[src/rtl/ardse_pkg.sv]
`timescale 1ns / 1ps
package ardse_pkg;

    localparam int DIM        = 4;
    localparam int COORD_W    = 16;
    localparam int SCALE_W    = 16;
    localparam int AMP_W      = 16;
    localparam int CFG_W      = 16;
    localparam int CFG_IDX_W  = (DIM + 1 > 1) ? $clog2(DIM + 1) : 1;
    localparam int DIST_W     = 16;
    localparam int PROD_W     = DIST_W + SCALE_W;
    localparam int P_W        = 23;
    localparam int SQ_W       = 2 * P_W;
    localparam int SUM_W      = SQ_W + $clog2(DIM);
    localparam int H_SHIFT    = 25;
    localparam int H_W        = SUM_W - H_SHIFT;
    localparam int FRAC_W     = 17;
    localparam int DIFF_W     = 16;
    localparam int R_W        = 12;
    localparam int IPROD_W    = DIFF_W + R_W;
    localparam int INT_W      = 25;
    localparam int M_W        = INT_W + FRAC_W;
    localparam int E_W        = 25;
    localparam int Q_W        = AMP_W + E_W;
    localparam int KV_W       = 16;
    localparam int PIPE_DEPTH = 7;

    localparam logic [PROD_W-1:0] P_CAP   = PROD_W'(6 << 20);
    localparam logic [H_W-1:0]    H_LIMIT = H_W'(16 << 16);

    localparam logic [CFG_IDX_W-1:0] REG_AMPLITUDE      = CFG_IDX_W'(0);
    localparam int                   REG_INV_SCALE_BASE = 1;

    localparam logic [AMP_W-1:0]   AMP_RESET   = AMP_W'(256);
    localparam logic [SCALE_W-1:0] SCALE_RESET = SCALE_W'(4096);

    // exp(-k/16) in Q1.16
    function automatic logic [FRAC_W-1:0] frac_lookup(input logic [4:0] idx);
        logic [FRAC_W-1:0] v;
        unique case (idx)
            5'd0:    v = 17'd65536;
            5'd1:    v = 17'd61565;
            5'd2:    v = 17'd57835;
            5'd3:    v = 17'd54331;
            5'd4:    v = 17'd51039;
            5'd5:    v = 17'd47947;
            5'd6:    v = 17'd45042;
            5'd7:    v = 17'd42313;
            5'd8:    v = 17'd39750;
            5'd9:    v = 17'd37341;
            5'd10:   v = 17'd35079;
            5'd11:   v = 17'd32954;
            5'd12:   v = 17'd30957;
            5'd13:   v = 17'd29081;
            5'd14:   v = 17'd27319;
            5'd15:   v = 17'd25664;
            5'd16:   v = 17'd24109;
            default: v = '0;
        endcase
        return v;
    endfunction

    // exp(-n) in Q1.24
    function automatic logic [INT_W-1:0] int_lookup(input logic [4:0] idx);
        logic [INT_W-1:0] v;
        unique case (idx)
            5'd0:    v = 25'd16777216;
            5'd1:    v = 25'd6171993;
            5'd2:    v = 25'd2270549;
            5'd3:    v = 25'd835288;
            5'd4:    v = 25'd307285;
            5'd5:    v = 25'd113044;
            5'd6:    v = 25'd41587;
            5'd7:    v = 25'd15299;
            5'd8:    v = 25'd5628;
            5'd9:    v = 25'd2070;
            5'd10:   v = 25'd762;
            5'd11:   v = 25'd280;
            5'd12:   v = 25'd103;
            5'd13:   v = 25'd38;
            5'd14:   v = 25'd14;
            5'd15:   v = 25'd5;
            5'd16:   v = 25'd2;
            default: v = '0;
        endcase
        return v;
    endfunction

endpackage

[src/rtl/ardse_lane.sv]
`timescale 1ns / 1ps
module ardse_lane (
    input  logic                          clk,
    input  logic                          en,
    input  logic [ardse_pkg::COORD_W-1:0] x,
    input  logic [ardse_pkg::COORD_W-1:0] y,
    input  logic [ardse_pkg::SCALE_W-1:0] inv_scale,
    output logic [ardse_pkg::SQ_W-1:0]    sq
);
    import ardse_pkg::*;

    logic signed [COORD_W:0] diff;
    logic [COORD_W:0]        mag;
    logic [DIST_W-1:0]       a_reg, a_next;
    logic [PROD_W-1:0]       prod;
    logic [P_W-1:0]          p_reg, p_next;
    logic [SQ_W-1:0]         sq_reg, sq_next;

    always_comb
    begin
        diff    = $signed({x[COORD_W-1], x}) - $signed({y[COORD_W-1], y});
        mag     = diff[COORD_W] ? (COORD_W + 1)'(0) - diff : diff;
        a_next  = mag[DIST_W-1:0];
        prod    = PROD_W'(a_reg) * PROD_W'(inv_scale);
        // clamp at 6.0: beyond it the half-sum is already past the cutoff
        p_next  = (prod > P_CAP) ? P_CAP[P_W-1:0] : prod[P_W-1:0];
        sq_next = SQ_W'(p_reg) * SQ_W'(p_reg);
    end

    always_ff @(posedge clk)
    begin
        if (en)
        begin
            a_reg  <= a_next;
            p_reg  <= p_next;
            sq_reg <= sq_next;
        end
    end

    assign sq = sq_reg;
endmodule

[config.mk]
export PLATFORM = sky130hd
export DESIGN_NAME = ardse_lane
export DESIGN_NICKNAME = d
export VERILOG_FILES = /design/src/rtl/ardse_pkg.sv /design/src/rtl/ardse_lane.sv
export SDC_FILE = /design/constraint.sdc
export NUM_CORES = 2
export LEC_CHECK = 0
export BUFFER_PORTS_ARGS = -buffer_cell sky130_fd_sc_hd__buf_4
export CORE_AREA = 8 8 162 316
export DETAILED_ROUTE_END_ITERATION = 16
export DIE_AREA = 0 0 170 324
export MAX_ROUTING_LAYER = met4
export PLACE_DENSITY = 0.84
export RECOVER_POWER = 50
export SETUP_SLACK_MARGIN = 0.02
export SLEW_MARGIN = 30
export SYNTH_ARGS = -nofsm -noshare
export SYNTH_HDL_FRONTEND = slang
export SYNTH_SLANG_ARGS = --single-unit
[constraint.sdc]
create_clock -name clk -period 12.5 [get_ports clk]
set_input_delay 1.25 -clock clk [delete_from_list [all_inputs] [get_ports clk]]
set_output_delay 1.25 -clock clk [all_outputs]
set_load 0.02 [all_outputs]
## After elaboration in Yosys (flattened, before gate mapping)

Cells that the tools add are included.

| word-level totals | value |
|---|---|
| output and inout bits | 46 |
| RAM bits | 0 |
| logic and storage cells | 9 |
| bits of input ports | 50 |
| memories kept | 0 |
| register bits after elaboration | 85 |
| ROM bits | 0 |
| latch bits | 0 |

| operators by class | value |
|---|---|
| bitwise operators | 0 |
| equality and inequality tests | 0 |
| div/mod/pow operators | 0 |
| add/subtract/negate cells | 2 |
| $lt $le $gt $ge | 1 |
| reductions and logical operators | 0 |
| multiply operators | 2 |
| shifts and indexed selects | 0 |
| muxes and demuxes | 1 |

Operators by type and width:

| operator | number |
|---|---|
| 23-bit by 23-bit multiplier with 46-bit output | 1 |
| 32-bit by 23-bit > comparator with 1-bit output (second input constant) | 1 |
| 16-bit by 16-bit multiplier with 32-bit output | 1 |
| 16-bit by 16-bit subtractor with 17-bit output | 1 |
| 16-bit two-way mux | 1 |
| 1-bit by 16-bit subtractor with 16-bit output (first input constant) | 1 |

## Logic depth before layout (Yosys ltp)

| depth | value |
|---|---|
| word-level depth | 3 |
| depth in mapped cells | 27 |
| mapped depth without buffers | 26 |

## Worst setup path before layout

OpenSTA, ideal clock, no wires.

| timing path | value |
|---|---|
| path kind | input-to-reg |
| start | input inv_scale[1] in the netlist's numbering |
| end | register p_reg[21] (data pin) |
| arrival | 7.060 ns |
| required time | 12.242 ns |
| buffers on the path | 2 |
| setup slack | 5.182 ns |
| stages on the path | 22 |
| cell sequence | clkbuf_1 -> nand2_1 -> fa_1 -> fa_1 -> inv_1 -> fa_1 -> fa_1 -> fa_1 -> inv_1 -> fa_1 -> inv_1 -> ha_1 -> clkbuf_1 -> nand4_1 -> nor3_1 -> nand3_1 -> o211ai_1 -> a41oi_2 -> xor2_1 -> o2111ai_1 -> nor4_4 -> or2b_1 |

| on the way | value |
|---|---|
| longest elaborated chain between the ends | 2 |

RTL lines:

| what | RTL line | text |
|---|---|---|
| from (decl) | ardse_lane.sv:7 | `input logic [ardse_pkg::SCALE_W-1:0] inv_scale,` |
| 16-bit by 16-bit multiplier with 32-bit output (*) | ardse_lane.sv:24 | `prod = PROD_W'(a_reg) * PROD_W'(inv_scale);` |
| 32-bit by 23-bit > comparator with 1-bit output | ardse_lane.sv:26 | `p_next = (prod > P_CAP) ? P_CAP[P_W-1:0] : prod[P_W-1:0];` |
| to (signal assigned) | ardse_lane.sv:35 | `p_reg <= p_next;` |
| to (decl) | ardse_lane.sv:16 | `logic [P_W-1:0] p_reg, p_next;` |

Mark *: on every way between the ends. The rest lies on a longest branch, timed or not.
A chain may end at the register's enable or synchronous reset.

## Worst setup path in the final report

| timing path | value |
|---|---|
| start | register p_reg[7] |
| end | register sq_reg[44], in the netlist sq[44] (data pin) |

| on the way | value |
|---|---|
| longest elaborated chain between the ends | 1 |

RTL lines:

| what | RTL line | text |
|---|---|---|
| 23-bit by 23-bit multiplier with 46-bit output | ardse_lane.sv:27 | `sq_next = SQ_W'(p_reg) * SQ_W'(p_reg);` |
| named net sq_next[44] | ardse_lane.sv:17 | `logic [SQ_W-1:0] sq_reg, sq_next;` |
| to (signal assigned) | ardse_lane.sv:36 | `sq_reg <= sq_next;` |
| to (decl) | ardse_lane.sv:17 |  |

The timed path passes the listed nets, and every way through them passes these cells.

==> key figures <==
Outcome
  – Status: complete, but fails checks
  – Violated checks: capacitance limit, slew limit

Floorplanning
  – Die Y: ~320 µm
  – Initial core utilization: 0.588
  – Core area: approximately 47000 µm²
  – DIE AREA: between 50000 and 60000 µm²
  – Ports: 96
  – DIE WIDTH: around 170 µm
  – Number of core rows: between 100 and 150

Global routing
  – First-pass GRT wire length: 106 mm
  – Initial antenna violation count: 1
  – Number of global-route vias before repair: 22.0k
  – Grt ovf: 0
  – Largest net degree at the start of global routing: 56
  – Gr usage total: 0.249

Cells and area
  – Nets: 3930
  – Syn-to-layout area delta: 4.91%
  – Most frequent cells in the layout: inv_1 (801), fa_1 (582), nand2_1 (325), ha_1 (289), and2_1 (223)
  – Most common cell after layout, fill and taps aside: inv_1
  – Layout cells sized above 1: 0.0375
  – Max reg flops: 45
  – Design area: a little under 30000 µm²

Yosys
  – YS warnings: 0
  – Netlist Area Pre-Place: approximately 28000 µm²
  – Sequential share of the synthesized area: 0.0909
  – Syn_nets: 3908
  – Synth cell types: 76
  – #FFs+latches synth: 84
  – Synth Instances: 2987
  – Mean Syn Cell Area: 9.29 µm²
  – Number of synthesized flops with an enable pin: 84
  – Dominant synthesized flop cell: edfxtp_1
  – Asr flop ratio synth: 0

STA
  – Clock Skews: 11.3 ps
  – Post-layout minimum cycle time: 8050 ps
  – RSZ-0062 raised after global routing: false
  – Hold slack: 849 ps
  – Fin crit share: 0.644
  – Worst-Margin Slew: 3180 ps
  – Final setup fails: 0
  – Rel. slew slack: -1.12
  – Fmax: 124 MHz
  – Max Slew Vio Count: 87
  – Final TNS setup: 0 ps
  – Count of final hold-check violations: 0

Clock tree
  – Setup Buffers After CTS: 0
  – CTS Buf Count: 9
  – CTS root buffer: clkbuf_16
  – Cts hold-fix bufs: 0
  – TritonCTS clock tree: done
  – CTS resizes: 0
  – Clock Latency Late Sink: 380 ps
  – Clock transition at path regs: 70 ps
  – Clk buf depth: 2
  – Clk sinks: 84
  – Number of H-tree levels: 3

Worst hold path
  – Hold WC Path Type: reg2reg

Route
  – DRT iter0 DRCs: 1292
  – Remaining antenna violation count: 0
  – Routed vias/inst: 5.51
  – DRT Pass-1 Iters: 7
  – Final WL: 64.6 mm
  – Via count: 20.1k
  – Drc violations: 0
  – Routed WL per cell: about 18 µm

Worst setup path
  – CP delay by family, top: adder cells
  – Critical Path AT: 8170 ps
  – FF-to-FF End: sq[44]
  – Critical path depth: 24
  – R2R Path Start: p_reg[7]
  – Worst R2R Setup Slack: 4450 ps
  – Startpoint Class: flip-flop
  – R2R depth: 24
  – CP startpoint: p_reg[7]
  – Critical Path RT: 12630 ps
  – Endpoint class of the critical path: flip-flop
  – Crit path max fanout: 22
  – Crit path largest cell delay: slightly above 900 ps
  – Slowest CP cell: edfxtp_1
  – End of the critical path: sq[44]
  – Crit Path Class: reg2reg
  – Worst-path cell chain: and2_1 > inv_1 > fa_1 > inv_1 > fa_1 > fa_1 > ha_1 > inv_1 > fa_1 > inv_1 > fa_1 > inv_1 > fa_1 > inv_1 > ha_1 > nand2_1 > nor2_1 > and4_1 > o211ai_1 > a2111oi_1 > o2111ai_1 > nor4b_1 > o22ai_1 > xnor2_1
  – Bufs and invs on worst path: 6

Placed design
  – DP Area: roughly 29000 µm²
  – Final HPWL DP: about 53 mm
  – Port Buffers: between 90 and 100
  – Placer Congestion: just over 0.9

Job
  – Max cap viols: 2
## worst min-delay path by stage
stage               startpoint    end  cells past startpoint
finish                p_reg[1]  sq[2]                      1
global route          p_reg[1]  sq[2]                      1
CTS                   p_reg[0]  sq[0]                      0
detailed placement    p_reg[0]  sq[0]                      0
global placement      p_reg[0]  sq[2]                      1
floorplan             p_reg[0]  sq[0]                      0
## cell families (layout without fill, tap and decap cells)
group           Yosys count  after routing  synth area share
mux                       6              6           0.00239
flops                    84             84            0.0909
other cells               1              2          0.000135
xor+xnor                 96             96            0.0303
compound gates          282            282            0.0675
fa+ha+maj               871            871             0.550
buf+inv                 899            926             0.123
simple gates            748            748             0.136
## final cells by class
cell class	count	area, µm²
timing repair buffer	109	661
clock inverter	5	61.3
fill	3910	18100
inverter	801	3010
clock buffer	11	233
tap	632	791
multi-input combinational	2004	21800
sequential	84	2520
antenna	1	2.50
## cell usage after synthesis (11+ instances only)
| library cell | number | area [µm²] |
|---|---|---|
| inv_1 | 801 | 3010 |
| fa_1 | 582 | 11700 |
| nand2_1 | 325 | 1220 |
| ha_1 | 289 | 3620 |
| and2_1 | 223 | 1400 |
| clkbuf_1 | 90 | 338 |
| edfxtp_1 | 84 | 2520 |
| a21oi_1 | 83 | 415 |
| nor2_1 | 72 | 270 |
| xnor2_1 | 61 | 534 |
| o21ai_0 | 49 | 245 |
| a21o_1 | 45 | 338 |
| xor2_1 | 35 | 307 |
| and3_1 | 19 | 119 |
| nand3_1 | 18 | 90.1 |
| nand4_1 | 14 | 87.6 |
| o21a_1 | 14 | 105 |
| a211oi_1 | 13 | 97.6 |
| nand2b_1 | 12 | 75.1 |
| o21bai_1 | 12 | 90.1 |
| nor2b_1 | 11 | 68.8 |
| nor3_1 | 11 | 55.1 |
## layer usage
layer,global-route usage,vias to the layer above,wire [µm]
met4,0.102,0,2770
met5,-,-,0
met3,0.0313,214,4290
met1,0.291,10100,24300
li1,-,9028,-
met2,0.430,777,33300
## metrics by stage
step / utilization / cells / worst slack [ps]
after detailed placement: 0.613 / 3627 / 4230
after CTS: 0.619 / 3643 / 4500
after global routing: 0.616 / 3647 / 4140
final: 0.616 / 3647 / 4450
after floorplan: - / 2987 / 5180
after global placement: 0.613 / 3627 / 4400
Power is left out: the tool's default activity adds up to more than one toggle a clock period on the data nets, which glitch-free logic cannot reach.
