$ cat src/rtl/ardse_pkg.sv
`timescale 1ns / 1ps
package ardse_pkg;

    localparam int DIM        = 4;
    localparam int COORD_W    = 16;
    localparam int SCALE_W    = 16;
    localparam int AMP_W      = 16;
    localparam int CFG_W      = 16;
    localparam int CFG_IDX_W  = (DIM + 1 > 1) ? $clog2(DIM + 1) : 1;
    localparam int DIST_W     = 16;
    localparam int PROD_W     = DIST_W + SCALE_W;
    localparam int P_W        = 23;
    localparam int SQ_W       = 2 * P_W;
    localparam int SUM_W      = SQ_W + $clog2(DIM);
    localparam int H_SHIFT    = 25;
    localparam int H_W        = SUM_W - H_SHIFT;
    localparam int FRAC_W     = 17;
    localparam int DIFF_W     = 16;
    localparam int R_W        = 12;
    localparam int IPROD_W    = DIFF_W + R_W;
    localparam int INT_W      = 25;
    localparam int M_W        = INT_W + FRAC_W;
    localparam int E_W        = 25;
    localparam int Q_W        = AMP_W + E_W;
    localparam int KV_W       = 16;
    localparam int PIPE_DEPTH = 7;

    localparam logic [PROD_W-1:0] P_CAP   = PROD_W'(6 << 20);
    localparam logic [H_W-1:0]    H_LIMIT = H_W'(16 << 16);

    localparam logic [CFG_IDX_W-1:0] REG_AMPLITUDE      = CFG_IDX_W'(0);
    localparam int                   REG_INV_SCALE_BASE = 1;

    localparam logic [AMP_W-1:0]   AMP_RESET   = AMP_W'(256);
    localparam logic [SCALE_W-1:0] SCALE_RESET = SCALE_W'(4096);

    // exp(-k/16) in Q1.16
    function automatic logic [FRAC_W-1:0] frac_lookup(input logic [4:0] idx);
        logic [FRAC_W-1:0] v;
        unique case (idx)
            5'd0:    v = 17'd65536;
            5'd1:    v = 17'd61565;
            5'd2:    v = 17'd57835;
            5'd3:    v = 17'd54331;
            5'd4:    v = 17'd51039;
            5'd5:    v = 17'd47947;
            5'd6:    v = 17'd45042;
            5'd7:    v = 17'd42313;
            5'd8:    v = 17'd39750;
            5'd9:    v = 17'd37341;
            5'd10:   v = 17'd35079;
            5'd11:   v = 17'd32954;
            5'd12:   v = 17'd30957;
            5'd13:   v = 17'd29081;
            5'd14:   v = 17'd27319;
            5'd15:   v = 17'd25664;
            5'd16:   v = 17'd24109;
            default: v = '0;
        endcase
        return v;
    endfunction

    // exp(-n) in Q1.24
    function automatic logic [INT_W-1:0] int_lookup(input logic [4:0] idx);
        logic [INT_W-1:0] v;
        unique case (idx)
            5'd0:    v = 25'd16777216;
            5'd1:    v = 25'd6171993;
            5'd2:    v = 25'd2270549;
            5'd3:    v = 25'd835288;
            5'd4:    v = 25'd307285;
            5'd5:    v = 25'd113044;
            5'd6:    v = 25'd41587;
            5'd7:    v = 25'd15299;
            5'd8:    v = 25'd5628;
            5'd9:    v = 25'd2070;
            5'd10:   v = 25'd762;
            5'd11:   v = 25'd280;
            5'd12:   v = 25'd103;
            5'd13:   v = 25'd38;
            5'd14:   v = 25'd14;
            5'd15:   v = 25'd5;
            5'd16:   v = 25'd2;
            default: v = '0;
        endcase
        return v;
    endfunction

endpackage

$ cat src/rtl/ardse_exp.sv
`timescale 1ns / 1ps
module ardse_exp (
    input  logic                          clk,
    input  logic                          en,
    input  logic [ardse_pkg::H_W-1:0]     h,
    input  logic [ardse_pkg::AMP_W-1:0]   amplitude,
    output logic [ardse_pkg::KV_W-1:0]    kernel_value
);
    import ardse_pkg::*;

    logic [3:0]          k;
    logic [R_W-1:0]      r;
    logic [FRAC_W-1:0]   hi, lo;
    logic [FRAC_W-1:0]   span;
    logic [FRAC_W-1:0]   f;
    logic [IPROD_W:0]    iprod_rnd;
    logic [M_W:0]        m_rnd;
    logic [Q_W:0]        q_rnd;

    logic                zero5_reg, zero5_next, zero6_reg, zero7_reg;
    logic [4:0]          n_reg, n_next;
    logic [FRAC_W-1:0]   hi_reg;
    logic [IPROD_W-1:0]  iprod_reg, iprod_next;
    logic [M_W-1:0]      m_reg, m_next;
    logic [Q_W-1:0]      q_reg, q_next;

    always_comb
    begin
        // split the half-sum: integer part, sixteenths, remainder
        zero5_next = (h > H_LIMIT);
        n_next     = h[20:16];
        k          = h[15:12];
        r          = h[R_W-1:0];
        hi         = frac_lookup({1'b0, k});
        lo         = frac_lookup({1'b0, k} + 5'd1);
        span       = hi - lo;
        iprod_next = IPROD_W'(span[DIFF_W-1:0]) * IPROD_W'(r);

        iprod_rnd  = {1'b0, iprod_reg} + (IPROD_W + 1)'(2048);
        f          = hi_reg - FRAC_W'(iprod_rnd >> 12);
        m_next     = M_W'(int_lookup(n_reg)) * M_W'(f);

        m_rnd      = {1'b0, m_reg} + (M_W + 1)'(32768);
        q_next     = Q_W'(amplitude) * Q_W'(m_rnd[16 +: E_W]);

        q_rnd      = {1'b0, q_reg} + (Q_W + 1)'(1 << 23);
        kernel_value = zero7_reg ? '0 : q_rnd[24 +: KV_W];
    end

    always_ff @(posedge clk)
    begin
        if (en)
        begin
            zero5_reg <= zero5_next;
            n_reg     <= n_next;
            hi_reg    <= hi;
            iprod_reg <= iprod_next;
            zero6_reg <= zero5_reg;
            m_reg     <= m_next;
            zero7_reg <= zero6_reg;
            q_reg     <= q_next;
        end
    end
endmodule

$ cat config.mk
export PLATFORM = sky130hd
export DESIGN_NAME = ardse_exp
export DESIGN_NICKNAME = d
export VERILOG_FILES = /design/src/rtl/ardse_pkg.sv /design/src/rtl/ardse_exp.sv
export SDC_FILE = /design/constraint.sdc
export NUM_CORES = 2
export LEC_CHECK = 0
export ABC_AREA = 1
export ABC_CLOCK_PERIOD_IN_PS = 7200
export BUFFER_PORTS_ARGS = -buffer_cell sky130_fd_sc_hd__buf_2
export CELL_PAD_IN_SITES_DETAIL_PLACEMENT = 2
export CELL_PAD_IN_SITES_GLOBAL_PLACEMENT = 2
export CORE_MARGIN = 2
export CORE_UTILIZATION = 37
export CTS_BUF_LIST = sky130_fd_sc_hd__clkbuf_4
export DETAILED_ROUTE_END_ITERATION = 8
export PLACE_DENSITY_LB_ADDON = 0.1
export SLEW_MARGIN = 5
export SYNTH_ARGS = -nofsm -noshare
export SYNTH_HDL_FRONTEND = slang
export SYNTH_SLANG_ARGS = --single-unit
export TNS_END_PERCENT = 20
$ cat constraint.sdc
create_clock -name clk -period 7.2 [get_ports clk]
set_input_delay 0.36 -clock clk [delete_from_list [all_inputs] [get_ports clk]]
set_output_delay 0.36 -clock clk [all_outputs]
set_load 0.1 [all_outputs]
# Word level (Yosys, flattened, before mapping)
# Memory sizes are Yosys's and may differ from the RTL's. A register that Yosys moved wholly into a read port is not among the register bits.
# Cells that the tools add are included.
[totals]
reg_bits = 134
rom_bits = 1552
input_bits = 41
out_inout_bits = 16
word_cells = 23
memories = 3
[mem_list]
columns = ["name", "words", "word_bits", "read_ports", "rd_clocked_by_memory_dff", "wr", "line", "rtl"]
rows = [
  ["(no name shown)", 32, 23, 1, 1, 0, "ardse_pkg.sv:66", "unique case (idx)"],
  ["(no name shown)", 32, 17, 1, 0, 0, "ardse_pkg.sv:40", "unique case (idx)"],
  ["(no name shown)", 16, 17, 1, 0, 0, "ardse_pkg.sv:40", ""],
]
[classes]
add_sub_neg = 6
multipliers = 3
magnitude_cmp = 1
n_mux = 2
[ops]
columns = ["op", "count"]
rows = [
  ["41-bit by 16-bit adder with 41-bit output, second input constant", 1],
  ["25-bit by 17-bit multiplier with 41-bit output", 1],
  ["40-bit by 24-bit adder with 40-bit output, second input constant", 1],
  ["16-bit by 25-bit multiplier with 40-bit output", 1],
  ["28-bit by 12-bit adder with 29-bit output, second input constant", 1],
  ["16-bit by 12-bit multiplier with 28-bit output", 1],
  ["23-bit by 21-bit greater-than comparator with 1-bit output, second input constant", 1],
  ["17-bit subtractor", 1],
  ["16-bit two-way mux", 1],
  ["16-bit subtractor", 1],
  ["4-bit by 1-bit adder with 5-bit output, second input constant", 1],
  ["5-bit two-way mux", 1],
]

# Longest topological paths before layout
# An unclocked memory read counts as a cell.
[logic_depth]
ltp_word = 4
mapped_depth = 43

# Least setup slack after synthesis
# Ideal clock, no wire load.
[synth_timing]
path_type = "register -> register"
from = "register iprod_reg[11]"
to = "register m_reg[38], data pin"
setup_time_ns = 0.252
arrival_time_ns = 7.024
path_slack_ns = -0.076
stages_incl_launch_ff = 35
n_path_buf = 1
period_less_slack_ns = 7.276
cell_sequence = "edfxtp_1 ha_1 nand2_1 nor3_1 nand4_1 nor2_1 nand3_1 xor2_1 ha_1 nand2_1 nor2_1 a211oi_1 nand3_1 nand2_2 buf_4 nor2_1 fa_1 inv_1 fa_1 inv_1 fa_1 fa_1 fa_1 inv_1 fa_1 inv_1 ha_1 a21oi_1 o21ai_0 a21oi_1 nor2_1 a211oi_1 nand2_1 nand2_1 nand2_1"
[synth_via]
elab_chain_len = 3
[synth_rtl]
columns = ["item", "line", "rtl"]
rows = [
  ["from (decl)", "ardse_exp.sv:23", "logic [IPROD_W-1:0] iprod_reg, iprod_next;"],
  ["from (signal assigned)", "ardse_exp.sv:57", "iprod_reg <= iprod_next;"],
  ["28-bit by 12-bit adder with 29-bit output", "ardse_exp.sv:39", "iprod_rnd = {1'b0, iprod_reg} + (IPROD_W + 1)'(2048);"],
  ["17-bit subtractor", "ardse_exp.sv:40", "f = hi_reg - FRAC_W'(iprod_rnd >> 12);"],
  ["25-bit by 17-bit multiplier with 41-bit output", "ardse_exp.sv:41", "m_next = M_W'(int_lookup(n_reg)) * M_W'(f);"],
  ["via m_next[38]", "ardse_exp.sv:24", "logic [M_W-1:0] m_reg, m_next;"],
  ["to (signal assigned)", "ardse_exp.sv:59", "m_reg <= m_next;"],
  ["to (decl)", "ardse_exp.sv:24", ""],
]
# The timed path passes the listed nets, and every way through them passes these cells.
# A chain may end at the register's enable or synchronous reset.

# Worst setup path in the final report
[layout_timing]
from = "register iprod_reg[12]"
to = "register m_reg[40], data pin"
# The elaborated chain is that of the path after synthesis.

==> flow_summary.toml <==
[sta]
worstMarginPinSlew_ps = 856
fin_crit_sh_pct = 113
min_period_ps = 8140
setup_viol = 26
slew_headroom_pct = 42.9
timing.final.ws_setup_ps = -945
rsz0062_at_grt = "true"
clock.fmax_mhz = 123
fin_worst_skew_ps = 47.9
hold_viol_final = 0
maxSlewViolCount = 0

[worst_setup_path]
cpPeakStageDelay_ps = 610
worst_setup_path_start_kind = "register"
timing.rr.start = "iprod_reg[12]"
end_kind = "register"
required_ps = 7660
crit_fanout = 8
worstSetupPathType = "reg2reg"
crit_start = "iprod_reg[12]"
cp.arrival_ps = 8610
crit_slowest_cell = "fa_2"

[placement]
dp_slack_ps = -963
postPlaceCellArea_sq_um = 44800
hpwl_mm = 136
globalplace.congestion = 0.899
dp_cells = 6895
port_buffers = 56

[run_status]
status = "finished, violations left"
violations = "setup timing"

[final_layout]
fillers = 12100
finalInstanceArea_sq_um = 47100
drive_gt1_share_pct = 19.8
fin_nets = 6761
multiInputGateArea_sq_um = 32200
layout_common_cells = "inv_1 (1162), nand2_1 (1013), fa_1 (750)"
fin_cells = 6995
layout_commonest_cell = "inv_1"
regArea_sq_um = 2990
area_delta_synth_final_pct = 21.0

[route]
wirelength_mm = 164
via_per_inst = 5.15
wl_per_cell_microns = 23.5
vias = 36000
antenna_left = 0
drtIter0Drc = 1733
dr.pass1.iters = 5
drc_errors = 0

[yosys]
yosysWarnings = 0
netlist_area_sq_um = 38900
ys_async_sr_fraction_pct = 0
synth_fa_ha_area_share_pct = 50.8
syn_area_per_cell_sq_um = 7.77
synth_top_area_share_pct = 39.4
synth_fp_nets = 6177
synth_compound_area_share_pct = 5.55
synth_top_area_cell = "fa_1"
muxShareOfSynthArea_pct = 0
synth-xor-area-share_pct = 1.74
synth_top_family_by_area = "adder cells"
yosys.area_share.simple_pct = 20.9
synthTopCellsByArea = "fa_1 (39%), ha_1 (11%), inv_1 (11%)"
ys_types = 65
synth-seq-cells = 107
syn_inst = 5014
synth-edff-count = 85
ys_seq_area_share_pct = 7.68
synth-main-ff-cell = "edfxtp_1"

[global_route]
grt_pass1_wl_mm = 249
track_usage_pct = 30.3
antenna_found_initial = 3
grt-ovfl-total = 0
use_met2_pct = 54.3
grt_busiest_layer = "met2"
grt_max_degree = 55
grt_pass1_vias = 42200
use_met3_pct = 3.15
grt_use_met1_pct = 38.4

[clocking]
cts_sinks = 107
root_buffer = "clkbuf_4"
cts_tree = "done"
clk_latency_ps = 670
cts_buffers = 9
cts_htree_levels = 3
clock_path_buffers = 2
clk_pin_slew_ps = 260

[job]
drv_cap = 0

[worst_hold_path]
hp-class = "in2reg"
holdCritStartpoint = "en"

[floorplanning]
die-area_sq_um = 108000
chipWidth_microns = 328
coreArea_sq_um = 105000
boundaryPins = 57
initial_core_util_pct = 37.2
num_rows = 119
fp.dieH_microns = 328
-- Yosys cell counts (5+ instances only) --
| master | n |
|---|---|
| nor3_1 | 49 |
| o31ai_1 | 7 |
| buf_4 | 11 |
| o21ai_1 | 13 |
| dfxtp_1 | 22 |
| nor2_1 | 526 |
| fa_1 | 767 |
| clkinv_1 | 8 |
| o21bai_1 | 16 |
| inv_1 | 1182 |
| inv_2 | 26 |
| a21boi_0 | 5 |
| o21ai_0 | 94 |
| nand3_1 | 177 |
| o21a_1 | 8 |
| buf_2 | 30 |
| or2_2 | 23 |
| clkbuf_1 | 93 |
| or2_1 | 27 |
| xor2_1 | 50 |
| a31oi_1 | 19 |
| nand2_2 | 10 |
| a211oi_1 | 5 |
| xnor2_1 | 22 |
| o211ai_1 | 7 |
| a21oi_1 | 158 |
| edfxtp_1 | 85 |
| a21o_1 | 19 |
| nand2_1 | 1084 |
| nand4_1 | 36 |
| nor4_1 | 15 |
| ha_1 | 355 |
| nor2_2 | 17 |
-- worst max-delay path: cells and delay by family (launching register included) --
kind / cells / cell delay, ps
adders and majority gates: 9 / 4110
AOI/OAI and AO/OA: 3 / 490
DFF: 1 / 500
and+or+nand+nor: 16 / 1660
buffers and inverters: 11 / 1030
xor gates and xnor gates: 1 / 160
-- routing by layer --
metal | up-vias | wire length, microns | share of wire (%)
met3 | 245 | 6440 | 3.9
met4 | 0 | 5070 | 3.1
li1 | 16100 | - | -
met5 | - | 0 | 0
met1 | 18900 | 68800 | 42
met2 | 748 | 83900 | 51
-- stage by stage --
step / utilization, % / hold slack, ps / setup TNS (ps)
2_1_floorplan: - / 400 / 0
3_3_place_gp: 42.8 / 405 / -19190
3_5_place_dp: 42.8 / 411 / -30330
4_1_cts: 44.1 / 154 / -11240
5_1_grt: 45.0 / 179 / -29790
6_report: 45.0 / 218 / -20270
-- kinds of logic after synthesis --
| logic type | count (synthesis) |
|---|---|
| AOI/OAI and AO/OA | 375 |
| xor gates and xnor gates | 75 |
| adders and majority gates | 1122 |
| buffers and inverters | 1353 |
| DFF | 107 |
| and+or+nand+nor | 1982 |
-- worst paths after layout --
path | slack [ps] | depth (start not counted) | endpoint
setup / recovery | -940 | 40 | m_reg[40]
hold / removal | 220 | 1 | zero5_reg
setup reg to reg | -940 | 40 | m_reg[40]
hold reg to reg | 460 | 0 | zero7_reg
-- area by class of cell --
| cell class | instances | area share, % |
|---|---|---|
| clock inverter | 7 | 0.223 |
| inverter | 1216 | 9.76 |
| timing repair buffer | 710 | 11.6 |
| sequential | 107 | 6.35 |
| tap | 1391 | 3.69 |
| clock buffer | 9 | 0.143 |
| antenna | 1 | 0.00531 |
| multi-input combinational | 3554 | 68.2 |
-- repair_timing --
item                                   4_1_cts  5_1_grt
setup endpoints to repair                   34       60
buffers inserted                            59       18
resized for setup                          160      230
pin swaps                                   36       69
hold buffers                                 7        0
endpoints found under the hold margin        6        0
cloned                                       0        1
Power is left out: the tool's default activity adds up to more than one toggle a clock period on the data nets, which glitch-free logic cannot reach.
