### src/rtl/ardse_pkg.sv
`timescale 1ns / 1ps
package ardse_pkg;

    localparam int DIM        = 4;
    localparam int COORD_W    = 16;
    localparam int SCALE_W    = 16;
    localparam int AMP_W      = 16;
    localparam int CFG_W      = 16;
    localparam int CFG_IDX_W  = (DIM + 1 > 1) ? $clog2(DIM + 1) : 1;
    localparam int DIST_W     = 16;
    localparam int PROD_W     = DIST_W + SCALE_W;
    localparam int P_W        = 23;
    localparam int SQ_W       = 2 * P_W;
    localparam int SUM_W      = SQ_W + $clog2(DIM);
    localparam int H_SHIFT    = 25;
    localparam int H_W        = SUM_W - H_SHIFT;
    localparam int FRAC_W     = 17;
    localparam int DIFF_W     = 16;
    localparam int R_W        = 12;
    localparam int IPROD_W    = DIFF_W + R_W;
    localparam int INT_W      = 25;
    localparam int M_W        = INT_W + FRAC_W;
    localparam int E_W        = 25;
    localparam int Q_W        = AMP_W + E_W;
    localparam int KV_W       = 16;
    localparam int PIPE_DEPTH = 7;

    localparam logic [PROD_W-1:0] P_CAP   = PROD_W'(6 << 20);
    localparam logic [H_W-1:0]    H_LIMIT = H_W'(16 << 16);

    localparam logic [CFG_IDX_W-1:0] REG_AMPLITUDE      = CFG_IDX_W'(0);
    localparam int                   REG_INV_SCALE_BASE = 1;

    localparam logic [AMP_W-1:0]   AMP_RESET   = AMP_W'(256);
    localparam logic [SCALE_W-1:0] SCALE_RESET = SCALE_W'(4096);

    // exp(-k/16) in Q1.16
    function automatic logic [FRAC_W-1:0] frac_lookup(input logic [4:0] idx);
        logic [FRAC_W-1:0] v;
        unique case (idx)
            5'd0:    v = 17'd65536;
            5'd1:    v = 17'd61565;
            5'd2:    v = 17'd57835;
            5'd3:    v = 17'd54331;
            5'd4:    v = 17'd51039;
            5'd5:    v = 17'd47947;
            5'd6:    v = 17'd45042;
            5'd7:    v = 17'd42313;
            5'd8:    v = 17'd39750;
            5'd9:    v = 17'd37341;
            5'd10:   v = 17'd35079;
            5'd11:   v = 17'd32954;
            5'd12:   v = 17'd30957;
            5'd13:   v = 17'd29081;
            5'd14:   v = 17'd27319;
            5'd15:   v = 17'd25664;
            5'd16:   v = 17'd24109;
            default: v = '0;
        endcase
        return v;
    endfunction

    // exp(-n) in Q1.24
    function automatic logic [INT_W-1:0] int_lookup(input logic [4:0] idx);
        logic [INT_W-1:0] v;
        unique case (idx)
            5'd0:    v = 25'd16777216;
            5'd1:    v = 25'd6171993;
            5'd2:    v = 25'd2270549;
            5'd3:    v = 25'd835288;
            5'd4:    v = 25'd307285;
            5'd5:    v = 25'd113044;
            5'd6:    v = 25'd41587;
            5'd7:    v = 25'd15299;
            5'd8:    v = 25'd5628;
            5'd9:    v = 25'd2070;
            5'd10:   v = 25'd762;
            5'd11:   v = 25'd280;
            5'd12:   v = 25'd103;
            5'd13:   v = 25'd38;
            5'd14:   v = 25'd14;
            5'd15:   v = 25'd5;
            5'd16:   v = 25'd2;
            default: v = '0;
        endcase
        return v;
    endfunction

endpackage

### src/rtl/ardse_merge.sv
`timescale 1ns / 1ps
module ardse_merge (
    input  logic                                          clk,
    input  logic                                          en,
    input  logic [ardse_pkg::DIM-1:0][ardse_pkg::SQ_W-1:0] sq,
    output logic [ardse_pkg::H_W-1:0]                     h
);
    import ardse_pkg::*;

    logic [SUM_W-1:0] sum;
    logic [H_W-1:0]   h_reg, h_next;

    always_comb
    begin
        sum = '0;
        for (int i = 0; i < DIM; i++)
        begin
            sum = sum + SUM_W'(sq[i]);
        end
        h_next = sum[SUM_W-1:H_SHIFT];
    end

    always_ff @(posedge clk)
    begin
        if (en)
        begin
            h_reg <= h_next;
        end
    end

    assign h = h_reg;
endmodule

### config.mk
export PLATFORM = sky130hd
export DESIGN_NAME = ardse_merge
export DESIGN_NICKNAME = d
export VERILOG_FILES = /design/src/rtl/ardse_pkg.sv /design/src/rtl/ardse_merge.sv
export SDC_FILE = /design/constraint.sdc
export NUM_CORES = 1
export LEC_CHECK = 0
export ABC_AREA = 1
export BUFFER_PORTS_ARGS = -buffer_cell sky130_fd_sc_hd__buf_2
export CORE_MARGIN = 2
export CORE_UTILIZATION = 59
export CTS_BUF_LIST = sky130_fd_sc_hd__clkbuf_8
export CTS_CLUSTER_DIAMETER = 120
export DETAILED_ROUTE_END_ITERATION = 10
export HOLD_SLACK_MARGIN = 0.15
export PLACE_DENSITY = 0.95
export SLEW_MARGIN = 20
export SYNTH_ARGS = -nofsm -noshare
export SYNTH_HDL_FRONTEND = slang
export SYNTH_SLANG_ARGS = --single-unit
export TNS_END_PERCENT = 5
### constraint.sdc
create_clock -name clk -period 8.6 [get_ports clk]
set_clock_uncertainty 0.05 [all_clocks]
set_input_delay 1.29 -clock clk [delete_from_list [all_inputs] [get_ports clk]]
set_output_delay 1.29 -clock clk [all_outputs]
set_load 0.005 [all_outputs]
Word-level counts from Yosys, hierarchy flattened
Index checks and enable logic that the tools add are counted.
{ "word_totals": {"latchBits": 0, "memories": 0, "ram_bits": 0, "out_inout_bits": 23, "rom_bits": 0, "ff_bits": 23, "inputBits": 186, "word_cells": 4} }
{ "classes": {"n_mux": 0, "n_mul": 0, "shift": 0, "reduce_logical": 0, "magnitude_cmp": 0, "n_eq_ne": 0, "div": 0, "bitwise": 0, "add_sub_neg": 3} }
{ "ops": {"columns": ["operator", "count"], "rows": [
  ["adder 47 x 46 -> 48 bit", 1],
  ["adder 48 x 46 -> 48 bit", 1],
  ["adder 46 x 46 -> 47 bit", 1]
]} }

Depth between registers and ports, before layout
Gate-level depths: netlist of run 1.
{ "logic_depth": {"depth_word": 3, "depth_mapped": 17, "depth_no_buf": 17} }

Worst setup path after synthesis of run 1
OpenSTA, ideal clock, no wires.
{ "synth_timing": {"path_kind": "input-to-reg", "startpoint": "in sq[9] in the netlist's numbering", "endpoint": "reg h_reg[14], in the netlist h[14] (data pin)", "t_required_ns": 8.297, "stages": 15, "setup_ns": 0.253, "t_arrival_ns": 3.489, "setup_slack_ns": 4.808, "path_buffers": 0, "path_cell_list": "inv_1 > fa_1 > fa_1 > inv_1 > ha_1 > nand2_1 > inv_1 > a21oi_1 > nor2_1 > o21ai_0 > nand2_1 > nand2_1 > nand3_1 > nand2_1 > nand2_1"} }
{ "synth_between": {"elab_chain_len": 3} }
{ "synth_rtl": {"columns": ["element", "line", "rtl"], "rows": [
  ["start: declaration", "ardse_merge.sv:5", "input logic [ardse_pkg::DIM-1:0][ardse_pkg::SQ_W-1:0] sq,"],
  ["adder 46 x 46 -> 47 bit", "ardse_merge.sv:18", "sum = sum + SUM_W'(sq[i]);"],
  ["adder 47 x 46 -> 48 bit", "ardse_merge.sv:18", null],
  ["adder 48 x 46 -> 48 bit", "ardse_merge.sv:18", null],
  ["net sum[39]", "ardse_merge.sv:10", "logic [SUM_W-1:0] sum;"],
  ["end signal: assignment", "ardse_merge.sv:27", "h_reg <= h_next;"],
  ["end: declaration", "ardse_merge.sv:11", "logic [H_W-1:0] h_reg, h_next;"]
]} }
The timed path passes the listed nets, and every way through them passes these cells.
A chain may end at the register's enable or synchronous reset.

Worst setup path in the final report of run 1
{ "layout_timing": {"startpoint": "in sq[22] in the netlist's numbering", "endpoint": "reg h_reg[6], in the netlist h[6] (data pin)"} }
The elaborated chain is that of the path after synthesis.

==> results of run 1 <==
==> kinds of logic after synthesis <==
logic type | Yosys count | synth area share
flops | 23 | 0.1045
buf+inv | 343 | 0.1949
xor+xnor | 5 | 0.006630
compound gates | 107 | 0.08466
fa+ha+maj | 136 | 0.3610
simple gates | 388 | 0.2483
==> cell type report <==
| class | count | area share |
|---|---|---|
| multi-input combinational | 636 | 0.5882 |
| inverter | 343 | 0.1636 |
| timing repair buffer | 208 | 0.1323 |
| sequential | 23 | 0.08777 |
| tap | 140 | 0.02226 |
| clock buffer | 3 | 0.005247 |
| clock inverter | 1 | 0.0006360 |
==> power groups by stage <==
stage	Clock, mW	Sequential, mW	Combinational [mW]
floorplan	0	0.218	0.772
global placement	0	0.211	1.10
detailed placement	0	0.212	1.13
CTS	0.0752	0.211	1.14
global route	0.0777	0.216	1.31
finish	0.0758	0.211	1.15
==> placed cells by master, fill, tap and decap left out, types with 15 or more instances in the layout <==
master and n:
a21oi_1 59, ha_1 45, buf_2 208, inv_1 342, fa_1 91, nand2_1 239
o21ai_0 36, edfxtp_1 23, nor2_1 68, nand3_1 30, nand4_1 15
==> worst max-delay path: stages <==
cell and delay (ns):
buf_2 0.08, inv_1 0.04, fa_1 0.50, fa_1 0.51, inv_1 0.04, ha_1 0.31
a21oi_1 0.27, o21ai_0 0.26, a21oi_1 0.22, nor2_1 0.07, nor2_1 0.23, nand2_1 0.14
nand2_1 0.07, nand2_1 0.07
==> final timing paths <==
path | from | to
setup / recovery | sq[22] | h[6]$_DFFE_PP_
hold / removal | en | h[17]$_DFFE_PP_
==> routing by layer <==
layer	GRT usage	share of wire	vias up
li1	-	-	3363
met1	0.3995	0.39	3130
met2	0.5925	0.51	312
met3	0.02312	0.080	28
met4	0.05696	0.019	0
met5	0	0	-
==> through the flow <==
stage	cell area, um^2	setup slack [ns]	hold WS, ns	util
CTS	7869	4.526	1.526	0.7227
detailed placement	7823	4.254	1.637	0.7185
global placement	7823	4.215	1.631	0.7185
floorplan	6606	4.808	1.353	-
finish	7869	4.479	1.533	0.7227
global route	7869	4.284	1.540	0.7227
==> flow_metrics.py, run 1 <==
metrics = {
    "outcome": {
        "status": "complete, no violations",
    },
    "power": {
        "pwr-share-seq": 0.147,
        "leakagePower_nw": 4.902,
        "p_switching_mw": 0.7969,
        "cell_internal_pwr_mw": 0.6425,
        "swShare": 0.5536,
        "powerDensity_nw_per_um2": 182.9,
        "comb_power_share": 0.800,
        "share_clk_of_total_power": 0.053,
        "power_mw": 1.439,
        "irDropWorstVdd_mv": 0.1262,
    },
    "hold_path": {
        "hold_depth": 1,
        "worstHoldPathType": "primary input to register",
    },
    "placed_design": {
        "place_congestion": 0.9571,
        "port_buffers": 208,
        "place_hpwl_um": 16660,
        "dp.cells": 1350,
    },
    "global_routing": {
        "grt_start_max_net_pins": 24,
        "overflow": 0,
        "grt_pass1_wl_um": 29690,
        "antenna_found_initial": 0,
        "grt_usage": 0.3160,
        "grt_pass1_vias": 6776,
    },
    "finish": {
        "largest_reg_flops": 23,
        "seqCellArea_um2": 690.7,
        "finalNonFillerCells": 1354,
        "multi_input_area_um2": 4628,
        "n_fill_cell": 933,
        "finalNetCount": 1537,
        "syn_to_final_growth_pct": 19.11,
        "drive_gt1_frac": 0.1944,
        "diodes": 0,
    },
    "timing": {
        "finalCritPeriodShare": 0.4792,
        "min_period_ns": 4.121,
        "rsz0062_at_grt": "false",
        "fmaxAchievable_mhz": 242.6,
        "finalSetupTns_ns": 0,
        "drv_slew": 0,
        "tightest_slew_ns": 0.6643,
        "setup_viol": 0,
        "hold_viol": 0,
        "relSlewSlack": 0.5571,
    },
    "logic_synthesis": {
        "ys_seq_elements": 23,
        "yosysMostFrequentCell": "inv_1",
        "synth.avg_cell_area_um2": 6.593,
        "synth.distinct_cells": 30,
        "yosysTopAreaCell": "fa_1",
        "syn_nets": 1324,
        "async_flop_share": 0,
        "ys_top_cells_by_area": "fa_1 28%, inv_1 19%, nand2_1 14%, edfxtp_1 10%, ha_1 8.5%",
        "yosysSeqAreaShare": 0.1045,
        "syn-instance-count": 1002,
        "yosysTopAreaCellShare": 0.2758,
        "netlist_area_um2": 6606,
        "ys_dominant_reg_cell": "edfxtp_1",
        "synth_edf_count": 23,
        "yosys_warnings": 0,
        "synth_common_cells": "342 x inv_1, 239 x nand2_1, 91 x fa_1, 68 x nor2_1, 59 x a21oi_1",
    },
    "worst_setup_path": {
        "worstPathRequired_ns": 8.58,
        "path_class": "primary input to register",
        "crit_arrival_ns": 4.10,
        "cp-end-kind": "register",
        "path_max_fanout": 3,
        "startpoint_type": "primary input",
    },
    "floorplan": {
        "io_pins": 209,
        "die-area_um2": 12060,
        "chipWidth_um": 109.8,
        "rows": 38,
        "coreArea_um2": 10890,
        "start_util": 0.6068,
        "die_h_um": 109.8,
    },
    "clocking": {
        "tritoncts": "built",
        "clkTransAtPathRegs_ns": 0.11,
        "cts.repair.resized": 0,
        "cts_buffers": 3,
        "htreeDepth": 1,
        "ctsHoldBuffers": 0,
        "post_cts_buffers": 0,
        "root_buffer": "clkbuf_8",
        "clk_path_buf_depth": 2,
        "clock-sinks": 23,
    },
    "detailed_routing": {
        "postRouteAntennaNets": 0,
        "drtIter0Drc": 420,
        "drc_errors": 0,
        "vias_per_cell": 5.047,
        "wl_per_cell_um": 13.55,
        "via_count": 6833,
        "drt_wl_total_um": 18350,
        "drtPass1Iterations": 7,
    },
    "flow_run": {
        "cap_violations": 0,
    },
}
Note: power is estimated with default switching activity, not from simulation.
==> run 2: changes to the inputs <==
CORE_UTILIZATION = 49   (was 59)
PLACE_DENSITY = 0.87   (was 0.95)
clock period = 3.5 ns   (was 8.6 ns; I/O delays follow)
==> run 2 against run 1 <==
  * Hold slack worse by 0.80 ns
  * Sequential power increased by 150%
  * First-iteration DRC count fell by 25%
  * Worst setup slack got worse by 4.3 ns
  * Combinational power rose by 150%
  * Cell area is 1.7% higher
  * Power grew 150%
  * Routed wire length down 4.7%
==> flow_metrics.py, run 2 (synthesis results as in run 1) <==
metrics = {
    "outcome": {
        "status": "complete, no violations",
    },
    "timing": {
        "relSlewSlack": 0.5992,
        "fin_ws_ns": 0.2125,
        "hold_viol": 0,
        "fmaxAchievable_mhz": 304.2,
        "whs_ns": 0.7345,
        "min_period_ns": 3.288,
        "rsz0062_at_grt": "false",
        "setup_viol": 0,
        "finalCritPeriodShare": 0.9393,
        "tightest_slew_ns": 0.6013,
        "drv_slew": 0,
    },
    "finish": {
        "largest_reg_flops": 23,
        "layout_commonest_cell": "inv_1",
        "finalNetCount": 1549,
        "syn_to_final_growth_pct": 21.16,
        "diodes": 0,
        "design_area_um2": 8004,
        "final_cell_mix": "342 x inv_1, 239 x nand2_1, 208 x buf_2, 91 x fa_1, 68 x nor2_1",
        "drive_gt1_frac": 0.2023,
    },
    "global_routing": {
        "antenna_found_initial": 0,
        "overflow": 0,
        "grt_pass1_wl_um": 29560,
        "grt_start_max_net_pins": 24,
        "grt_usage": 0.2527,
        "grt_pass1_vias": 6778,
    },
    "floorplan": {
        "rows": 42,
        "die_h_um": 120.1,
        "chipWidth_um": 120.1,
        "coreArea_um2": 13190,
        "io_pins": 209,
        "start_util": 0.5009,
        "die-area_um2": 14430,
    },
    "clocking": {
        "htreeDepth": 1,
        "ctsHoldBuffers": 0,
        "post_cts_buffers": 0,
        "cts.repair.resized": 0,
        "root_buffer": "clkbuf_8",
        "clk_path_buf_depth": 2,
        "tritoncts": "built",
        "clock-sinks": 23,
        "cts_buffers": 3,
        "clkTransAtPathRegs_ns": 0.10,
    },
    "detailed_routing": {
        "drt_wl_total_um": 17490,
        "via_count": 6635,
        "postRouteAntennaNets": 0,
        "drtIter0Drc": 316,
        "wl_met1_um": 7870,
        "met3_length_um": 1015,
        "wl_per_cell_um": 12.47,
        "top_layer_used": "met4",
        "drtPass1Iterations": 5,
        "vias_per_cell": 4.733,
        "drc_errors": 0,
        "met2_length_um": 8265,
    },
    "worst_setup_path": {
        "crit_arrival_ns": 3.27,
        "path_delay_family": "adder cells",
        "worst-path-stages": 14,
        "crit_top_cell": "nand2_1",
        "path_class": "primary input to register",
        "cp-end-kind": "register",
        "cp_slowest_cell": "fa_1",
        "critical_path_buf_inv_count": 3,
        "startpoint_type": "primary input",
        "slowest_delay_ns": 0.51,
        "path_max_fanout": 3,
        "crit_path_cell_trace": "buf_2 -> inv_1 -> fa_1 -> fa_1 -> inv_1 -> ha_1 -> a21oi_1 -> o21ai_0 -> a21oi_1 -> nor2_1 -> nor2_1 -> nand2_1 -> nand2_1 -> nand2_1",
        "worstPathRequired_ns": 3.48,
    },
    "hold_path": {
        "hold_depth": 1,
        "worstHoldPathType": "primary input to register",
    },
    "flow_run": {
        "cap_violations": 0,
    },
    "power": {
        "power_mw": 3.545,
        "powerDensity_nw_per_um2": 442.9,
        "irDropWorstVdd_mv": 0.2055,
        "leakagePower_nw": 4.960,
    },
    "placed_design": {
        "place_congestion": 0.9956,
        "dpl_worst_slack_ns": -0.01562,
        "place_hpwl_um": 16000,
        "port_buffers": 208,
        "placed_area_um2": 7958,
    },
}
[run 2: changes by cell type in the layout (fill, tap and decap cells not counted), sizes merged]
cell,before,now
buf,208,220
[run 2: area by class of cell]
| class | instances | area [um^2] |
|---|---|---|
| clock buffer | 3 | 41.29 |
| timing repair buffer | 220 | 1131 |
| multi-input combinational | 636 | 4628 |
| sequential | 23 | 690.7 |
| inverter | 343 | 1287 |
| fill | 1272 | 5186 |
| clock inverter | 1 | 5.005 |
| tap | 176 | 220.2 |
[run 2: per-stage QoR]
stage,instances,util,setup TNS (ns)
detailed placement,1398,0.6033,-0.01562
CTS,1402,0.6068,0
floorplan,1002,-,0
finish,1402,0.6068,0
global placement,1398,0.6033,0
global route,1402,0.6068,0
[run 2: power breakdown]
group	leakage, nW	total, mW	switching, mW	internal (mW)
Combinational	4.71	2.84	1.77	1.07
Sequential	0.224	0.524	0.0401	0.484
Clock	0.0255	0.181	0.101	0.0799
Total	4.96	3.55	1.91	1.63
[run 2: metal layers]
metal  vias up  track usage
li1       3384            -
met1      3006       0.3374
met2       219       0.4489
met3        26      0.02139
met4         0      0.05074
met5         -            0
[run 2: final timing paths]
| path | start | end | slack (ns) |
|---|---|---|---|
| setup / recovery | sq[22] | h[10]$_DFFE_PP_ | 0.21 |
| hold / removal | en | h[19]$_DFFE_PP_ | 0.73 |
==> run 3: changes to the inputs <==
ABC_AREA = 0   (was 1)
CORE_UTILIZATION = 47   (was 49)
==> run 3 against run 2 <==
  * Cell count down 24%
  * Via count down 22%
  * Die area down 13%
  * Non-clock buffer count is 66 higher
  * Routed wire length down 22%
  * Synthesized area decreased by 17%
  * Largest power group unchanged
  * Sequential share of layout area up 0.47 points
  * Synthesized cell count shrank 36%
  * Combinational power about the same
  * The flow now finishes with violations (setup timing)
  * Highest routed layer unchanged
  * Sequential power increased by 3%
  * Maximum frequency fell by 11%
==> flow_metrics.py, run 3 <==
metrics = {
    "flow_run": {
        "cap_violations": 0,
    },
    "logic_synthesis": {
        "synth_common_cells": "267 x inv_1, 91 x fa_1, 45 x ha_1, 39 x a21oi_1",
        "synth.avg_cell_area_um2": 8.502,
        "yosysTopAreaCell": "fa_1",
        "syn-instance-count": 645,
        "synth.distinct_cells": 54,
        "yosysSeqAreaShare": 0.1259,
        "ys_dominant_reg_cell": "edfxtp_1",
        "yosysMostFrequentCell": "inv_1",
        "yosysTopAreaCellShare": 0.3322,
        "syn_nets": 967,
        "ys_top_cells_by_area": "fa_1 33%, inv_1 18%, edfxtp_1 13%, ha_1 10%, a21oi_1 3.6%",
        "yosys_warnings": 0,
        "ys_seq_elements": 23,
        "netlist_area_um2": 5484,
        "synth_edf_count": 23,
        "async_flop_share": 0,
    },
    "worst_setup_path": {
        "startpoint_type": "primary input",
        "path_class": "primary input to register",
        "slowest_delay_ns": 0.53,
        "worst-path-stages": 15,
        "crit_path_cell_trace": "buf_2 -> inv_1 -> fa_1 -> inv_1 -> fa_1 -> ha_4 -> o21ai_2 -> a221oi_2 -> a41o_1 -> o2111ai_2 -> buf_4 -> a21oi_4 -> o21a_1 -> a221o_1 -> xor2_1",
        "path_max_fanout": 4,
        "cp_slowest_cell": "fa_1",
        "crit_arrival_ns": 3.69,
        "worstPathRequired_ns": 3.48,
        "critical_path_buf_inv_count": 4,
        "cp-end-kind": "register",
        "path_delay_family": "compound AO/OA/AOI/OAI gates",
    },
    "placed_design": {
        "placed_area_um2": 7273,
        "place_hpwl_um": 11730,
        "dpl_worst_slack_ns": -0.5163,
        "place_congestion": 0.8633,
        "port_buffers": 208,
        "dp.cells": 1066,
    },
    "finish": {
        "drive_gt1_frac": 0.3724,
        "n_fill_cell": 943,
        "diodes": 0,
        "design_area_um2": 7591,
        "syn_to_final_growth_pct": 38.42,
        "final_cell_mix": "263 x inv_1, 205 x buf_2, 88 x fa_1, 78 x buf_4, 33 x ha_1",
        "largest_reg_flops": 23,
        "final_util": 0.6648,
        "finalNetCount": 1252,
        "finalNonFillerCells": 1072,
        "layout_commonest_cell": "inv_1",
    },
    "power": {
        "irDropWorstVdd_mv": 0.2684,
        "power_mw": 3.542,
        "leakagePower_nw": 4.411,
        "powerDensity_nw_per_um2": 466.6,
    },
    "clocking": {
        "clk_path_buf_depth": 2,
        "clock-sinks": 23,
        "cts_buffers": 3,
        "tritoncts": "built",
        "root_buffer": "clkbuf_8",
        "htreeDepth": 1,
        "clkTransAtPathRegs_ns": 0.09,
        "ctsHoldBuffers": 0,
    },
    "detailed_routing": {
        "postRouteAntennaNets": 0,
        "drtPass1Iterations": 5,
        "wl_per_cell_um": 12.79,
        "drtIter0Drc": 164,
        "via_count": 5148,
        "drt_wl_total_um": 13720,
        "vias_per_cell": 4.802,
        "drc_errors": 0,
    },
    "floorplan": {
        "die-area_um2": 12550,
        "rows": 39,
        "die_h_um": 112.0,
        "io_pins": 209,
        "coreArea_um2": 11420,
        "chipWidth_um": 112.0,
        "start_util": 0.4803,
    },
    "outcome": {
        "status": "finished with violations",
        "failed_checks": "setup timing",
    },
    "hold_path": {
        "worstHoldPathType": "primary input to register",
        "hold_depth": 1,
    },
    "timing": {
        "finalSetupTns_ns": -1.185,
        "rsz0062_at_grt": "true",
        "finalCritPeriodShare": 1.060,
        "whs_ns": 0.7438,
        "fmaxAchievable_mhz": 269.6,
        "setup_viol": 15,
        "min_period_ns": 3.709,
        "tightest_slew_ns": 0.5861,
        "drv_slew": 0,
        "fin_ws_ns": -0.2092,
        "hold_viol": 0,
        "relSlewSlack": 0.6093,
    },
    "global_routing": {
        "antenna_found_initial": 0,
        "overflow": 0,
        "grt_pass1_vias": 5420,
        "grt_usage": 0.2132,
        "grt_start_max_net_pins": 24,
        "grt_pass1_wl_um": 22470,
    },
}
run 3: timing repair:
item | 4_1_cts | 5_1_grt
endpoints found under the setup margin | 18 | 22
hold endpoints to repair | 0 | 0
resized for setup | 15 | 46
setup buffers | 0 | 2
pin swaps | 11 | 35
run 3: cell families after synthesis:
kind of cell | count (synthesis) | synth area share
XOR/XNOR | 17 | 0.02715
adder cells (fa/ha/maj) | 136 | 0.4349
flip-flops | 23 | 0.1259
multiplexers | 2 | 0.003651
buffers and inverters | 273 | 0.1905
AND/OR/NAND/NOR | 75 | 0.07530
AO/OA/AOI/OAI | 119 | 0.1426
run 3: worst paths after layout:
path	startpoint	to	slack, ns
worst max-delay path	sq[3]	h[21]$_DFFE_PP_	-0.21
worst min-delay path	en	h[19]$_DFFE_PP_	0.74
run 3: power breakdown:
group | total [mW] | leakage, nW | switching [mW] | internal (mW)
Clock | 0.170 | 0.0269 | 0.0910 | 0.0785
Combinational | 2.83 | 4.16 | 1.44 | 1.40
Sequential | 0.540 | 0.225 | 0.0314 | 0.509
run 3: area by class of cell:
cell class | instances | area (um^2) | share of cell area
clock buffers | 3 | 41.29 | 0.005439
flip-flops and latches | 23 | 690.7 | 0.09098
inverters | 267 | 1002 | 0.1320
repair buffers | 286 | 1645 | 0.2167
well taps | 143 | 178.9 | 0.02357
multi-input cells | 349 | 4029 | 0.5307
clock inverters | 1 | 3.754 | 0.0004945
run 3: routing by layer:
layer / vias up / routed length [um] / global-route usage
met2: 207 / 7108 / 0.4069
met3: 28 / 982 / 0.03672
met5: - / 0 / 0
met4: 0 / 298 / 0.02846
met1: 2390 / 5325 / 0.2586
li1: 2523 / - / -
